### config.mk
export PLATFORM = sky130hd
export DESIGN_NAME = phbd_cfg
export DESIGN_NICKNAME = d
export VERILOG_FILES = /design/src/rtl/peak_hold_bar_decay_top_assert.svh /design/src/rtl/phbd_pkg.sv /design/src/rtl/phbd_cfg.sv
export SDC_FILE = /design/constraint.sdc
export NUM_CORES = 1
export LEC_CHECK = 0
export ABC_CLOCK_PERIOD_IN_PS = 800
export BUFFER_PORTS_ARGS = -buffer_cell sky130_fd_sc_hd__buf_4
export CORE_UTILIZATION = 34
export DETAILED_ROUTE_END_ITERATION = 8
export GPL_TIMING_DRIVEN = 0
export PLACE_DENSITY = 0.73
export SYNTH_ARGS = -nofsm -noshare
export SYNTH_HDL_FRONTEND = slang
export SYNTH_SLANG_ARGS = --single-unit
### constraint.sdc
create_clock -name clk -period 0.8 [get_ports clk]
set_input_delay 0.08 -clock clk [delete_from_list [all_inputs] [get_ports clk]]
set_output_delay 0.08 -clock clk [all_outputs]
set_load 0.05 [all_outputs]
### src/rtl/peak_hold_bar_decay_top_assert.svh
// Assertion macros used by the peak hold meter controller.
`ifndef PEAK_HOLD_BAR_DECAY_TOP_ASSERT_SVH
`define PEAK_HOLD_BAR_DECAY_TOP_ASSERT_SVH

// Condition implies consequence in the same cycle.
`define PHBD_ASSERT_NOW(label, clk, rst_n, ante, cons, msg) \
	label: assert property (@(posedge clk) disable iff (!rst_n) (ante) |-> (cons)) \
		else $error(msg);

// Condition implies consequence in the next cycle.
`define PHBD_ASSERT_NEXT(label, clk, rst_n, ante, cons, msg) \
	label: assert property (@(posedge clk) disable iff (!rst_n) (ante) |=> (cons)) \
		else $error(msg);

`endif

### src/rtl/phbd_pkg.sv
// Package: constants, types and codes of the peak hold bar meter.
package phbd_pkg;

	localparam int BANDS      = 64;
	localparam int LEVEL_BITS = 12;
	localparam int LVL_W      = LEVEL_BITS;
	localparam int BAND_AW    = (BANDS > 1) ? $clog2(BANDS) : 1;
	localparam int REPORT_MAX = 64;
	localparam int REPORT_N   = (BANDS < REPORT_MAX) ? BANDS : REPORT_MAX;

	localparam int BAND_W    = 6;
	localparam int SAMPLE_W  = 17;
	localparam int OUT_LVL_W = 12;
	localparam int BH_W      = 12;
	localparam int HT_W      = 8;
	localparam int HOLD_W    = 8;
	localparam int FRAC_W    = 16;
	localparam int PROD_W    = SAMPLE_W + BH_W;
	localparam int SCALED_W  = PROD_W + 1 - FRAC_W;

	localparam int PADDR_W = 3;
	localparam int PDATA_W = 32;

	localparam logic [LVL_W-1:0]  LEVEL_MAX      = '1;
	localparam logic [HOLD_W-1:0] HOLD_MAX       = '1;
	localparam logic [FRAC_W-1:0] ROUND_ADD      = '1;
	localparam logic [BH_W-1:0]   BAR_HEIGHT_RST = BH_W'(256);
	localparam logic [HT_W-1:0]   HOLD_TICKS_RST = HT_W'(12);

	// Register index codes (address bit 2)
	localparam logic REG_BAR_HEIGHT = 1'b0;
	localparam logic REG_HOLD_TICKS = 1'b1;

	typedef enum logic {
		OP_LOAD = 1'b0,
		OP_TICK = 1'b1
	} op_t;

	typedef enum logic [2:0] {
		S_IDLE,
		S_LD_RD,
		S_LD_WR,
		S_TK_RD,
		S_TK_RUN
	} state_t;

	typedef enum logic [1:0] {
		RD_BAND,
		RD_IDX,
		RD_NEXT
	} rd_sel_t;

	typedef struct packed {
		logic [LVL_W-1:0]  bar;
		logic [LVL_W-1:0]  peak;
		logic [LVL_W-1:0]  bar_step;
		logic [LVL_W-1:0]  peak_step;
		logic [HOLD_W-1:0] hold;
	} row_t;

	localparam row_t ROW_RST = '{
		bar:       LVL_W'(1),
		peak:      '0,
		bar_step:  LVL_W'(1),
		peak_step: LVL_W'(1),
		hold:      '0
	};

	typedef struct packed {
		logic [BH_W-1:0] bar_height;
		logic [HT_W-1:0] hold_ticks;
	} cfg_t;

	typedef struct packed {
		logic    capture;
		logic    rd_en;
		rd_sel_t rd_sel;
		logic    ld_wr;
		logic    tk_wr;
		logic    out_load;
		logic    idx_clr;
		logic    idx_inc;
	} cmd_t;

	typedef struct packed {
		logic idx_last;
		logic idx_rep;
		logic idx_rep_last;
	} sts_t;

endpackage

### src/rtl/phbd_cfg.sv
// APB configuration registers: bar height and hold tick count.
module phbd_cfg (
	input  logic                          clk,
	input  logic                          arst_n,
	input  logic                          psel,
	input  logic                          penable,
	input  logic                          pwrite,
	input  logic [phbd_pkg::PADDR_W-1:0]  paddr,
	input  logic [phbd_pkg::PDATA_W-1:0]  pwdata,
	output logic [phbd_pkg::PDATA_W-1:0]  prdata,
	output logic                          pready,
	output phbd_pkg::cfg_t                cfg
);

	logic [phbd_pkg::BH_W-1:0] bar_height_q;
	logic [phbd_pkg::HT_W-1:0] hold_ticks_q;
	logic                      wr_en;

	assign pready = 1'b1;
	assign wr_en  = psel & penable & pwrite & pready;

	always_ff @(posedge clk or negedge arst_n) begin
		if (!arst_n) begin
			bar_height_q <= phbd_pkg::BAR_HEIGHT_RST;
			hold_ticks_q <= phbd_pkg::HOLD_TICKS_RST;
		end else if (wr_en) begin
			unique case (paddr[2])
				phbd_pkg::REG_BAR_HEIGHT: bar_height_q <= pwdata[phbd_pkg::BH_W-1:0];
				phbd_pkg::REG_HOLD_TICKS: hold_ticks_q <= pwdata[phbd_pkg::HT_W-1:0];
				default: ;
			endcase
		end
	end

	always_comb begin
		unique case (paddr[2])
			phbd_pkg::REG_BAR_HEIGHT: prdata = phbd_pkg::PDATA_W'(bar_height_q);
			phbd_pkg::REG_HOLD_TICKS: prdata = phbd_pkg::PDATA_W'(hold_ticks_q);
			default:                  prdata = '0;
		endcase
	end

	assign cfg.bar_height = bar_height_q;
	assign cfg.hold_ticks = hold_ticks_q;

endmodule

; ---- Word-level counts from Yosys, hierarchy flattened
; Cells that the tools add are included.
[op_classes]
reduce_logical = 2
muxes = 1
bitwise = 3
[ops]
columns = cell, count
row1 = $pmux 32 s2, 1
row2 = $reduce_and 2->1, 2
row3 = $and 1x1->1, 2
row4 = $not 1->1, 1
[word_totals]
elab_cells = 8
output_inout_bits = 53
in_bits = 40
register_bits = 20

; ---- Depth between registers and ports, before layout
[depth]
word_depth = 3
ltp_mapped = 3
depth_no_buf = 2

; ---- Worst setup path after synthesis
; OpenSTA, ideal clock, no wires.
[synth_path]
path_type = reg2out
startpoint = register bar_height_q[8] in the netlist's numbering
endpoint = output prdata[8] in the netlist's numbering
path_slack_ns = -0.725
arrival_ns = 1.445
required_ns = 0.720
n_path_buf = 0
stages_incl_launch_ff = 2
cell_sequence = dfstp_2 > nor2b_1
[synth_via]
elab_chain_cells = 1
[synth_rtl]
columns = item, line_no
row1 = "start, declared", phbd_cfg.sv:15  ; logic [phbd_pkg::BH_W-1:0] bar_height_q;
row2 = "start signal, assigned", phbd_cfg.sv:24  ; bar_height_q <= phbd_pkg::BAR_HEIGHT_RST;
row3 = "start signal, assigned", phbd_cfg.sv:28  ; phbd_pkg::REG_BAR_HEIGHT: bar_height_q <= pwdata[phbd_pkg::BH_W-1:0];
row4 = $pmux 32 s2, phbd_cfg.sv:36  ; unique case (paddr[2])
row5 = "end, declared", phbd_cfg.sv:10  ; output logic [phbd_pkg::PDATA_W-1:0] prdata,
; No other way between the ends. The select of a mux whose other input is x is not followed.

; ---- Worst setup path in the final report
[layout_path]
startpoint = register bar_height_q[7] in the netlist's numbering
endpoint = output prdata[7] in the netlist's numbering
; Same word-level chain as after synthesis.

==> out/qor.txt <==
Outcome - complete, but fails checks
Failing checks - negative setup slack
Area Growth Syn to Fin - 103%
Cells along the critical path - mux2_4 -> buf_6
Fin. max-slew vios - 0
CTS tree - built
Final Non-Filler Cells - 222
CTS Buffer Depth - 2
Routability cong. - 0.631
Detail-routed net length per standard cell - 13.5 µm
Fmax achieved - 801 MHz
Post-layout util - 73.1%
Tot GR Track Use - 17.2%
Leading area contributor after synthesis - dfrtp_1
Total wire length - 3.00 mm
Top post-synthesis cells by count - buf_4, mux2_2, dfrtp_1, mux2_4, nor2b_1
Most common cell in the netlist - buf_4
Share of cells above drive strength 1 - 86.5%
P per Cell Area - 2710 nW/µm²
Finish-stage setup viols - 51
Post-Synth XOR/XNOR Area - 0%
Synth top area share - 38.7%
Post-synth EDFFs - 0
Sequential cell area fraction in the yosys report - 45.8%
Worst-path clk slew - 0.11 ns
Vias in the first global route - 911
Core ar. - 3050 µm²
H-tree depth - 1
Startpoint Class - flip-flop
Syn Area/Cell - 13.9 µm²
Final Critical Period - 1.25 ns
Leakage Power - 1.19 nW
DRC - 0
Worst setup EP type - primary output
Synth Area in Simple Gates - 5.57%
Req. time, crit path - 0.72 ns
Placed cell area - 1710 µm²
DIE AREA - 3470 µm²
Initial core utilization - 36.0%
Largest family of logic cells by synthesized area - multiplexers
Post-synthesis cell area - 1100 µm²
Worst vdd ir - 0.00104 V
Synth Area in Compound Gates - 0%
Slowest cell delay on critical path - 0.44 ns
CTS root buffer - clkbuf_4
Max FO, Critical Path - 2
Register area - 526 µm²
Num CTS Buffers - 3
Delay-heaviest family, CP - flip-flops
#FFs+latches synth - 20
Area contributors post-synth - dfrtp_1, mux2_2, buf_4, mux2_4, dfstp_2
Final non-filler cell area - 2230 µm²
Period utilization - 156%
Layout Skew - 0 ns
Crit path kind - reg2out
Vias - 896
Overall die width - 58.9 µm
Initial antenna violation count - 0
Netlist cell types - 11
Setup slack at placement - -0.405 ns
Worst-Skew Late Latency - 0.29 ns
# fillers - 195
Adder-cell area share of the yosys netlist - 0%
Type of the worst min-delay path - in2reg
Worst path slowest cell - dfrtp_2
Diode count - 0
Final worst setup slack - -0.449 ns
RSZ-0062 raised after global routing - yes
CTS sink cnt - 20
Drt first pass iters - 4
Proportion of synthesized area in mux cells - 32.1%
I/O pin total - 93
YS warnings - 0
First-pass GRT wire length - 4.39 mm
Buf+Inv Stages, Crit Path - 1
R2r setup slk - -0.21 ns
Post-route antenna net violation count - 0
WP data arrival - 1.17 ns
Chip Height - 58.9 µm
Largest net degree at the start of global routing - 21
Multi-input logic area - 591 µm²
Async S/R FF share, synth - 100%
Via density - 4.04
Main flop type after synthesis - dfrtp_1
Post-Syn Instances - 79
Grt ovf - 0
Port Buffer Count - 49
Placed Cells - 191
Number of max-cap violations - 0
Final #Nets - 219
Fin. Hold Viols - 0
Drt initial violations - 28
Rows - 20
DP Wirelength - 1.76 mm
[worst register-to-register path: stages, from the launching register on]
cell	delay, ns
dfrtp_2	0.43
buf_6	0.13
buf_6	0.10
mux2_4	0.24
[path summary, 6_finish.rpt]
kind,from,cells after the start,endpoint
hold reg to reg,bar_height_q[10],1,bar_height_q[10]
hold / removal,pwdata[5],2,hold_ticks_q[5]
min in group asynchronous,arst_n,2,hold_ticks_q[7]
max in group asynchronous,arst_n,2,bar_height_q[8]
setup reg to reg,bar_height_q[3],3,bar_height_q[3]
setup / recovery,bar_height_q[7],2,prdata[7]
[through the flow]
stage / power, mW / hold WS [ns] / setup TNS (ns)
2_1_floorplan: 3.63 / -0.216 / -4.54
3_3_place_gp: 4.33 / -0.0311 / -8.18
3_5_place_dp: 4.37 / -0.0265 / -8.24
4_1_cts: 5.80 / 0.00146 / -11.86
5_1_grt: 6.27 / 0.00372 / -13.92
6_report: 6.04 / 0.0210 / -12.38
[routing by layer]
| metal | vias up | part of all wire [%] | global-route usage, % | wire length (µm) |
|---|---|---|---|---|
| li1 | 422 | - | - | - |
| met1 | 428 | 39 | 19.7 | 1170 |
| met2 | 46 | 54 | 33.1 | 1630 |
| met3 | 0 | 6.5 | 2.64 | 195 |
| met4 | 0 | 0 | 4.08 | 0 |
| met5 | - | 0 | 0 | 0 |
[repair_timing]
action                                  CTS  global route
buffers inserted                         20            16
pin swaps                                 0             0
hold endpoints to repair                 20             1
gates cloned                              0             0
gates resized for setup                  64            23
hold buffers                              1             1
endpoints found under the setup margin   36            51
[kinds of logic (layout without fill, tap and decap cells)]
kind of cell	Yosys count	in the layout
muxes	28	28
buffers and inverters	23	103
DFF	20	20
and+or+nand+nor	6	6
other	2	21
[final cells by class]
class / instances / area share [%]
flip-flops and latches: 20 / 23.5
repair buffers: 76 / 38.6
plain buffers: 23 / 7.79
well taps: 44 / 2.47
multi-input cells: 55 / 26.5
clock buffers: 4 / 1.18
[registers in the layout (all words and copies together), names as in the netlist]
register	count
hold_ticks_q	8
bar_height_q	12
[layout by cell type, fill, tap and decap left out, types with 2 or more instances in the layout]
cell	instances
clkbuf_4	3
buf_4	39
nor2b_4	4
mux2_4	28
buf_6	37
conb_1	21
dlygate4sd3_1	2
dfstp_2	3
dfrtp_2	17
buf_8	20
[report_power, final]
group | leakage (nW) | internal [mW] | switching, mW
clock network | 0.0150 | 0.194 | 0.292
logic | 0.955 | 1.96 | 2.11
registers | 0.217 | 1.29 | 0.191
total | 1.19 | 3.45 | 2.59
Power figures use the tool's default switching activity.
