`src/rtl/peak_hold_bar_decay_top_assert.svh`:
```
// Assertion macros used by the peak hold meter controller.
`ifndef PEAK_HOLD_BAR_DECAY_TOP_ASSERT_SVH
`define PEAK_HOLD_BAR_DECAY_TOP_ASSERT_SVH

// Condition implies consequence in the same cycle.
`define PHBD_ASSERT_NOW(label, clk, rst_n, ante, cons, msg) \
	label: assert property (@(posedge clk) disable iff (!rst_n) (ante) |-> (cons)) \
		else $error(msg);

// Condition implies consequence in the next cycle.
`define PHBD_ASSERT_NEXT(label, clk, rst_n, ante, cons, msg) \
	label: assert property (@(posedge clk) disable iff (!rst_n) (ante) |=> (cons)) \
		else $error(msg);

`endif

```
`src/rtl/phbd_pkg.sv`:
```
// Package: constants, types and codes of the peak hold bar meter.
package phbd_pkg;

	localparam int BANDS      = 64;
	localparam int LEVEL_BITS = 12;
	localparam int LVL_W      = LEVEL_BITS;
	localparam int BAND_AW    = (BANDS > 1) ? $clog2(BANDS) : 1;
	localparam int REPORT_MAX = 64;
	localparam int REPORT_N   = (BANDS < REPORT_MAX) ? BANDS : REPORT_MAX;

	localparam int BAND_W    = 6;
	localparam int SAMPLE_W  = 17;
	localparam int OUT_LVL_W = 12;
	localparam int BH_W      = 12;
	localparam int HT_W      = 8;
	localparam int HOLD_W    = 8;
	localparam int FRAC_W    = 16;
	localparam int PROD_W    = SAMPLE_W + BH_W;
	localparam int SCALED_W  = PROD_W + 1 - FRAC_W;

	localparam int PADDR_W = 3;
	localparam int PDATA_W = 32;

	localparam logic [LVL_W-1:0]  LEVEL_MAX      = '1;
	localparam logic [HOLD_W-1:0] HOLD_MAX       = '1;
	localparam logic [FRAC_W-1:0] ROUND_ADD      = '1;
	localparam logic [BH_W-1:0]   BAR_HEIGHT_RST = BH_W'(256);
	localparam logic [HT_W-1:0]   HOLD_TICKS_RST = HT_W'(12);

	// Register index codes (address bit 2)
	localparam logic REG_BAR_HEIGHT = 1'b0;
	localparam logic REG_HOLD_TICKS = 1'b1;

	typedef enum logic {
		OP_LOAD = 1'b0,
		OP_TICK = 1'b1
	} op_t;

	typedef enum logic [2:0] {
		S_IDLE,
		S_LD_RD,
		S_LD_WR,
		S_TK_RD,
		S_TK_RUN
	} state_t;

	typedef enum logic [1:0] {
		RD_BAND,
		RD_IDX,
		RD_NEXT
	} rd_sel_t;

	typedef struct packed {
		logic [LVL_W-1:0]  bar;
		logic [LVL_W-1:0]  peak;
		logic [LVL_W-1:0]  bar_step;
		logic [LVL_W-1:0]  peak_step;
		logic [HOLD_W-1:0] hold;
	} row_t;

	localparam row_t ROW_RST = '{
		bar:       LVL_W'(1),
		peak:      '0,
		bar_step:  LVL_W'(1),
		peak_step: LVL_W'(1),
		hold:      '0
	};

	typedef struct packed {
		logic [BH_W-1:0] bar_height;
		logic [HT_W-1:0] hold_ticks;
	} cfg_t;

	typedef struct packed {
		logic    capture;
		logic    rd_en;
		rd_sel_t rd_sel;
		logic    ld_wr;
		logic    tk_wr;
		logic    out_load;
		logic    idx_clr;
		logic    idx_inc;
	} cmd_t;

	typedef struct packed {
		logic idx_last;
		logic idx_rep;
		logic idx_rep_last;
	} sts_t;

endpackage

```
`src/rtl/phbd_ctrl.sv`:
```
// Controller: sequences load and tick transactions and owns the result valid flag.
`include "peak_hold_bar_decay_top_assert.svh"

module phbd_ctrl (
	input  logic            clk,
	input  logic            arst_n,
	input  logic            in_valid,
	input  logic            in_op,
	output logic            in_ready,
	output logic            out_valid,
	input  logic            out_ready,
	input  phbd_pkg::sts_t  sts,
	output phbd_pkg::cmd_t  cmd
);

	phbd_pkg::state_t state_q;
	phbd_pkg::state_t state_d;
	logic             out_valid_q;
	logic             advance;
	logic             out_open;
	logic             tick_done;
	logic             ld_rd;

	// Unreported bands never wait on the result register
	assign advance = ~sts.idx_rep | ~out_valid_q | out_ready;

	always_ff @(posedge clk or negedge arst_n) begin
		if (!arst_n) begin
			state_q <= phbd_pkg::S_IDLE;
		end else begin
			state_q <= state_d;
		end
	end

	always_comb begin
		state_d    = state_q;
		cmd        = '0;
		cmd.rd_sel = phbd_pkg::RD_IDX;
		in_ready   = 1'b0;
		unique case (state_q)
			phbd_pkg::S_IDLE: begin
				in_ready = 1'b1;
				if (in_valid) begin
					cmd.capture = 1'b1;
					if (in_op == phbd_pkg::OP_TICK) begin
						cmd.idx_clr = 1'b1;
						state_d     = phbd_pkg::S_TK_RD;
					end else begin
						state_d = phbd_pkg::S_LD_RD;
					end
				end
			end
			phbd_pkg::S_LD_RD: begin
				cmd.rd_en  = 1'b1;
				cmd.rd_sel = phbd_pkg::RD_BAND;
				state_d    = phbd_pkg::S_LD_WR;
			end
			phbd_pkg::S_LD_WR: begin
				cmd.ld_wr = 1'b1;
				state_d   = phbd_pkg::S_IDLE;
			end
			phbd_pkg::S_TK_RD: begin
				cmd.rd_en  = 1'b1;
				cmd.rd_sel = phbd_pkg::RD_IDX;
				state_d    = phbd_pkg::S_TK_RUN;
			end
			phbd_pkg::S_TK_RUN: begin
				// Write back band idx and, unless it is the last, prefetch the next band in the same cycle
				if (advance) begin
					cmd.tk_wr    = 1'b1;
					cmd.out_load = sts.idx_rep;
					if (sts.idx_last) begin
						state_d = phbd_pkg::S_IDLE;
					end else begin
						cmd.rd_en   = 1'b1;
						cmd.rd_sel  = phbd_pkg::RD_NEXT;
						cmd.idx_inc = 1'b1;
					end
				end
			end
			default: begin
				state_d = phbd_pkg::S_IDLE;
			end
		endcase
	end

	always_ff @(posedge clk or negedge arst_n) begin
		if (!arst_n) begin
			out_valid_q <= 1'b0;
		end else if (cmd.out_load) begin
			out_valid_q <= 1'b1;
		end else if (out_ready) begin
			out_valid_q <= 1'b0;
		end
	end

	assign out_valid = out_valid_q;

	assign out_open  = ~out_valid_q | out_ready;
	assign tick_done = (state_q == phbd_pkg::S_TK_RUN) & cmd.tk_wr & sts.idx_last;
	assign ld_rd     = (state_q == phbd_pkg::S_LD_RD);

	`PHBD_ASSERT_NOW(a_no_overwrite, clk, arst_n, cmd.out_load, out_open, "result overwritten")
	`PHBD_ASSERT_NEXT(a_tick_ends, clk, arst_n, tick_done, (state_q == phbd_pkg::S_IDLE), "sweep overran")
	`PHBD_ASSERT_NEXT(a_load_writes, clk, arst_n, ld_rd, (cmd.ld_wr && !cmd.tk_wr), "no load write back")

endmodule
```
`config.mk`:
```
export PLATFORM = sky130hd
export DESIGN_NAME = phbd_ctrl
export DESIGN_NICKNAME = d
export VERILOG_FILES = /design/src/rtl/phbd_pkg.sv /design/src/rtl/phbd_ctrl.sv
export VERILOG_INCLUDE_DIRS = /design/src /design/src/rtl
export SDC_FILE = /design/constraint.sdc
export NUM_CORES = 1
export LEC_CHECK = 0
export ABC_AREA = 1
export BUFFER_PORTS_ARGS = -buffer_cell sky130_fd_sc_hd__buf_2
export CAP_MARGIN = 10
export CELL_PAD_IN_SITES_DETAIL_PLACEMENT = 1
export CELL_PAD_IN_SITES_GLOBAL_PLACEMENT = 1
export CORE_MARGIN = 3
export CORE_UTILIZATION = 21
export DETAILED_ROUTE_END_ITERATION = 6
export PLACE_DENSITY = 0.71
export SLEW_MARGIN = 25
export SYNTH_ARGS = -nofsm -noshare
export SYNTH_HDL_FRONTEND = slang
export SYNTH_SLANG_ARGS = --single-unit
```
`constraint.sdc`:
```
create_clock -name clk -period 1.05 [get_ports clk]
set_clock_uncertainty 0.1 [all_clocks]
set_input_delay 0.1575 -clock clk [delete_from_list [all_inputs] [get_ports clk]]
set_output_delay 0.1575 -clock clk [all_outputs]
set_load 0.03 [all_outputs]
```
== Yosys cells after proc, flatten, opt, wreduce, memory -nomap -nowiden ==
Index checks and enable logic that the tools add are counted.
Cells by class
  order comparisons: 0
  bitwise operators: 4
  multiplexer cells: 22
  $add $sub $neg: 0
  shift operators: 0
  reductions and logical operators: 3
  multipliers: 0
  eq/ne operators: 7
  divide/modulo/power cells: 0
Operators by type and width (count)
  $mux 3: 5
  $mux 1: 12
  $pmux 3 s4: 1
  $pmux 3 s3: 1
  $eq 3x2->1 const B: 2
  $mux 2: 3
  $ne 2x2->1 const B: 3
  $eq 3x1->1 const B: 1
  $eq 3x3->1 const B: 1
  $logic_not 3->1: 1
  $reduce_and 3->1: 1
  $not 1->1: 2
  $or 1x1->1: 2
  $reduce_bool 2->1: 1
Word-level totals
  memories kept: 0
  memory bits (read-only): 0
  logic and storage cells: 38
  bits in latches: 0
  memory bits (writable): 0
  bits of input ports: 8
  output and inout port bits: 11
  register bits after elaboration: 4

== Depth between registers and ports, before layout ==
Gate-level depths: netlist of run 1.
  word-level depth: 6
  depth in mapped cells: 6
  gate-level depth less buffers: 6

== Least setup slack after synthesis of run 1 ==
Ideal clock, no wire load.
  path kind: register to output
  start point: register out_valid_q (netlist: out_valid)
  end point: output cmd[2] (netlist name)
  arrival: 1402 ps
  path buffers: 0
  setup slack: -610 ps
  cell stages (with the launch flop): 4
  cell sequence: dfrtp_1 nand3_1 inv_1 nor3_1
RTL lines
  from (decl): line phbd_ctrl.sv:18  | logic out_valid_q;
  from (signal assigned): line phbd_ctrl.sv:89  | out_valid_q <= 1'b0;
  from (signal assigned): line phbd_ctrl.sv:91  | out_valid_q <= 1'b1;
  from (signal assigned): line phbd_ctrl.sv:93  | out_valid_q <= 1'b0;
  to (decl): line phbd_ctrl.sv:13  | output phbd_pkg::cmd_t cmd

==> flow_metrics.py, run 1 <==
metrics = {
    "finish": {
        "layout-drive-gt1-share_pct": 87.5,
        "diodes": 0,
        "final_common_cell": "buf_6",
        "syn2layout_area_growth_pct": 184,
        "multi_input_area_um2": 268,
        "ff_latch_area_um2": 104,
        "num-nets-final": 89,
        "fillers": 136,
        "final_cell_mix": "buf_6 (17), buf_4 (12), buf_2 (6), nor2_4 (5), inv_4 (4)",
    },
    "grt": {
        "grt_pass1_vias": 472,
        "antenna_found_initial": 0,
        "grt_max_degree": 6,
        "grt_pass1_wl_um": 2140,
        "grt_overflow": 0,
        "track_usage_pct": 16.3,
    },
    "setup_path": {
        "worstSetupPathType": "reg2out",
        "start_kind": "flop",
        "worstRegToRegCells": 8,
        "arrival_ns": 1.30,
        "cp-end-kind": "primary output",
        "worstReg2RegStart": "state_q[0]",
        "r2r_end": "state_q[1]",
        "worstPathRequired_ns": 0.79,
        "path_max_fanout": 3,
        "crit_end": "cmd[7]",
        "critical_path.startpoint": "state_q[0]",
        "r2r_slack_ns": -0.26,
    },
    "floorplanning": {
        "start_util_pct": 23.8,
        "rows": 12,
        "io_pins": 19,
        "core_area_um2": 1170,
        "die_h_um": 42.5,
        "die_width_um": 42.5,
        "die-area_um2": 1800,
    },
    "logic_synthesis": {
        "syn_nets": 48,
        "ys_seq_area_share_pct": 35.9,
        "synthDistinctLibCells": 15,
        "synth_cells": 40,
        "ys_warn_count": 0,
        "synth_seq_cells": 4,
        "synth_area_um2": 279,
        "syn_avg_cell_area_um2": 6.98,
    },
    "power_and_ir_drop": {
        "power.density_nw_per_um2": 2800,
        "vdd_drop_max_v": 0.00189,
        "leakagePower_nw": 0.395,
    },
    "clock_network": {
        "cts_max_level": 1,
        "tritoncts": "done",
        "cts_buffer_depth": 2,
        "cts.sink_count": 4,
        "clk_latency_ns": 0.23,
        "root_buffer": "clkbuf_4",
        "numCtsBuffers": 3,
        "cts.clk_slew.worst_paths_ns": 0.04,
    },
    "place": {
        "port_buffers": 17,
        "dp_hpwl_um": 878,
        "dpl_worst_slack_ns": -0.335,
        "gp_congestion": 0.766,
    },
    "sta": {
        "rsz0062_at_grt": "yes",
        "worst_pin_slew_ns": 0.194,
        "slew_viol_final": 0,
        "setup_ws_ns": -0.509,
        "layout_min_cycle_time_ns": 1.56,
        "whs_ns": 0.142,
        "timing.slew.headroom_pct": 87.0,
        "period_share_pct": 149,
        "setup_violations": 15,
        "max_freq_mhz": 641,
        "final-hold-violation-count": 0,
    },
    "detailed_routing": {
        "wl_met1_um": 426,
        "drt-initial-drc-count": 2,
        "wire_per_inst_um": 13.4,
        "final_antenna_net_count": 0,
        "drc": 0,
        "met3_length_um": 56,
        "met2WireLength_um": 773,
        "vias": 404,
        "top_layer": "met3",
        "first_pass_iters": 2,
        "vias_per_cell": 4.30,
        "postRouteWirelength_um": 1260,
    },
    "run": {
        "cap_violations": 0,
    },
    "run_status": {
        "violations": "setup timing",
        "status": "finished with violations",
    },
    "min_path": {
        "hold_class": "in2reg",
    },
}
synthesized netlist by cell type:
master / n / area, µm²
nor2_4: 1 / 11.3
o21ai_0: 1 / 5.00
nand2_1: 3 / 11.3
nand2_2: 6 / 37.5
inv_1: 9 / 33.8
o21ai_1: 1 / 5.00
a21oi_1: 1 / 5.00
nor2_1: 4 / 15.0
o31ai_1: 1 / 7.51
dfrtp_1: 4 / 100
inv_2: 2 / 7.51
nor2_2: 2 / 12.5
nand3_1: 1 / 5.00
o211ai_1: 1 / 7.51
nor3_1: 3 / 15.0
layer usage:
layer	vias up	GRT usage, %
met4	0	3.73
met5	-	0
met2	13	34.0
li1	199	-
met3	0	5.15
met1	192	14.5
sequential cells by signal, summed over array words and instances, names as in the netlist:
signal / cells
state_q: 3
out_valid: 1
what timing repair did:
action	in CTS	in global routing
endpoints found under the hold margin	4	0
endpoints found under the setup margin	15	15
hold buffers	1	0
buffers inserted	5	3
resized for setup	35	8
pin swaps	9	5
cells by family after synthesis:
group / after synthesis / synth area share, %
and+or+nand+nor: 20 / 38.6
buffers and inverters: 11 / 14.8
AOI/OAI and AO/OA: 5 / 10.8
DFF: 4 / 35.9
worst min-delay path by stage:
| stage | from | end | slack (ns) | cells past startpoint |
|---|---|---|---|---|
| 3_5_place_dp | arst_n | state_q[1] | -0.13 | 1 |
| 4_1_cts | out_ready | out_valid | 0.11 | 4 |
| 3_3_place_gp | arst_n | state_q[1] | -0.14 | 1 |
| 5_1_grt | out_ready | out_valid | 0.14 | 4 |
| 2_1_floorplan | arst_n | out_valid | -0.24 | 0 |
| 6_report | out_ready | out_valid | 0.14 | 4 |
metrics by stage:
step                total power [mW]  cells  utilization (%)  TNS (ns)  cell area [µm²]
finish                          2.22     94             67.7     -5.51              793
global route                    2.37     94             67.7     -6.50              793
CTS                             2.16     93             65.4     -6.04              766
detailed placement              1.52     83             49.4     -3.23              578
global placement                1.48     83             49.4     -2.78              578
floorplan                       1.06     40                -     -1.44              385
where the power goes:
| group | internal, mW | switching, mW |
|---|---|---|
| combinational | 0.834 | 0.892 |
| clock | 0.143 | 0.0639 |
| sequential | 0.214 | 0.0728 |
worst max-delay path, cell delays in order, from the launching register on:
cell	delay, ns
dfrtp_2	0.41
nor2_4	0.13
nand2_4	0.09
nor2_4	0.13
nand2_4	0.10
o21ai_4	0.07
buf_6	0.14
layout make-up:
cell class	instances	share of cell area, %
Timing Repair Buffer	36	40.5
Multi-Input combinational cell	25	33.8
Sequential cell	4	13.1
Inverter	11	7.10
Clock buffer	4	3.31
Tap cell	14	2.21
No activity file was read; power rests on OpenSTA's default activity.
==> inputs of run 2 (changes only) <==
SKIP_CTS_REPAIR_TIMING = 1   (was unset)
==> run 2 against run 1 <==
Against the previous run:
- the flow still finishes with violations (setup timing)
- final cell count fell by 1.1%
- non-clock buffer count fell by 1
- flip-flop and latch count did not move
- critical path type unchanged
- routed wire length fell by 4.0%
- sequential power barely moved
- fmax fell by 2.7%
- first-iteration DRC count fell by 50%
- core utilization fell by 2.2 points
- cell area fell by 3.3%
==> flow_metrics.py, run 2 (synthesis results as in run 1) <==
metrics = {
    "power_and_ir_drop": {
        "total_power_mw": 2.16,
        "combPwrFrac_pct": 76.8,
        "p_sw_share_pct": 47.2,
        "p_int_mw": 1.14,
        "leakagePower_nw": 0.381,
        "pwr-share-clk_pct": 9.9,
        "vdd_drop_max_v": 0.00185,
        "power.density_nw_per_um2": 2810,
        "p_sw_mw": 1.02,
        "seq_power_share_pct": 13.3,
    },
    "clock_network": {
        "cts.sink_count": 4,
        "cts_max_level": 1,
        "tritoncts": "done",
        "numCtsBuffers": 3,
        "clk_latency_ns": 0.24,
        "root_buffer": "clkbuf_4",
        "cts_buffer_depth": 2,
        "cts.clk_slew.worst_paths_ns": 0.05,
    },
    "finish": {
        "largest_register": "state_q",
        "fillers": 135,
        "syn2layout_area_growth_pct": 175,
        "final_cell_mix": "buf_6 (14), buf_4 (14), buf_2 (6), nor2_4 (5), inv_1 (5)",
        "diodes": 0,
        "num-nets-final": 88,
        "largest_register_ffs": 3,
        "layout-drive-gt1-share_pct": 84.8,
    },
    "place": {
        "port_buffers": 17,
        "gp_congestion": 0.766,
        "dp_hpwl_um": 878,
    },
    "detailed_routing": {
        "final_antenna_net_count": 0,
        "drc": 0,
        "drt-initial-drc-count": 1,
        "postRouteWirelength_um": 1210,
        "wire_per_inst_um": 13.0,
        "vias_per_cell": 4.37,
        "first_pass_iters": 3,
        "vias": 406,
    },
    "sta": {
        "layout_min_cycle_time_ns": 1.60,
        "setup_ws_ns": -0.553,
        "timing.slew.headroom_pct": 87.0,
        "slew_viol_final": 0,
        "final-hold-violation-count": 0,
        "rsz0062_at_grt": "yes",
        "max_freq_mhz": 624,
        "worst_pin_slew_ns": 0.195,
        "tns_ns": -6.28,
        "period_share_pct": 153,
        "whs_ns": 0.131,
        "setup_violations": 15,
    },
    "setup_path": {
        "critPathMaxStageDelay_ns": 0.41,
        "arrival_ns": 1.35,
        "start_kind": "flop",
        "path_max_fanout": 3,
        "slowest_stage": "dfrtp_2",
        "worstPathRequired_ns": 0.79,
        "worstSetupPathType": "reg2out",
        "path_cells": "nor2_4 -> nand2_4 -> nor2_4 -> nand2_4 -> o21ai_4 -> buf_6",
        "cp-end-kind": "primary output",
    },
    "run_status": {
        "violations": "setup timing",
        "status": "finished with violations",
    },
    "floorplanning": {
        "start_util_pct": 23.8,
        "rows": 12,
        "io_pins": 19,
        "die-area_um2": 1800,
        "core_area_um2": 1170,
        "die_h_um": 42.5,
        "die_width_um": 42.5,
    },
    "run": {
        "cap_violations": 0,
    },
    "grt": {
        "grt_use_met2_pct": 25.8,
        "antenna_found_initial": 0,
        "grt_overflow": 0,
        "use_met3_pct": 5.58,
        "grt_pass1_vias": 409,
        "grt-busiest-layer": "met2",
        "use_met1_pct": 13.5,
        "track_usage_pct": 13.7,
        "grt_pass1_wl_um": 1820,
        "grt_max_degree": 6,
    },
    "min_path": {
        "hold_class": "in2reg",
    },
}
## run 2: changes by cell type in the layout (fill, tap and decap cells not counted), sizes merged
cell / delta
buf: -1
## run 2: worst paths after layout
path	endpoint	cells after the start	start	slack [ns]
max in group asynchronous	state_q[0]	2	arst_n	0.52
worst max register to register	state_q[1]	9	state_q[0]	-0.42
worst max-delay path	cmd[7]	6	state_q[0]	-0.55
worst min register to register	out_valid	3	out_valid	0.55
min in group asynchronous	state_q[2]	2	arst_n	0.18
worst min-delay path	out_valid	4	out_ready	0.13
## run 2: final cells by class
cell class	instances	area (µm²)	share of cell area [%]
Clock buffer	4	26.3	3.43
Inverter	11	53.8	7.01
Multi-Input combinational cell	25	263	34.3
Sequential cell	4	104	13.5
Tap cell	14	17.5	2.28
Timing Repair Buffer	35	303	39.5
## run 2: power groups by stage
stage	Sequential, mW	Combinational (mW)	Clock [mW]
after CTS	0.291	1.23	0.225
after global routing	0.295	1.77	0.240
after global placement	0.286	1.19	0
after detailed placement	0.293	1.23	0
final	0.287	1.66	0.214
after floorplan	0.326	0.735	0
## run 2: critical path: cells and delay by family, from the launching register on
family                 cells  cell delay (ns)
and+or+nand+nor            4             0.49
DFF                        1             0.41
buffers and inverters      1             0.15
AOI/OAI and AO/OA          1             0.07
## run 2: per-layer routing
layer / wire length, µm / vias to the layer above
met4: 0 / 0
met3: 86 / 0
met5: 0 / -
met1: 390 / 192
met2: 730 / 16
li1: - / 198
## run 2: metrics by stage
stage                     util (%)  cells  area, µm²  setup slack [ns]
after floorplan                  -     40        385            -0.225
after global placement        49.4     83        578            -0.304
after detailed placement      49.4     83        578            -0.335
after CTS                     51.6     87        604            -0.593
after global routing          65.5     93        767            -0.638
final                         65.5     93        767            -0.553
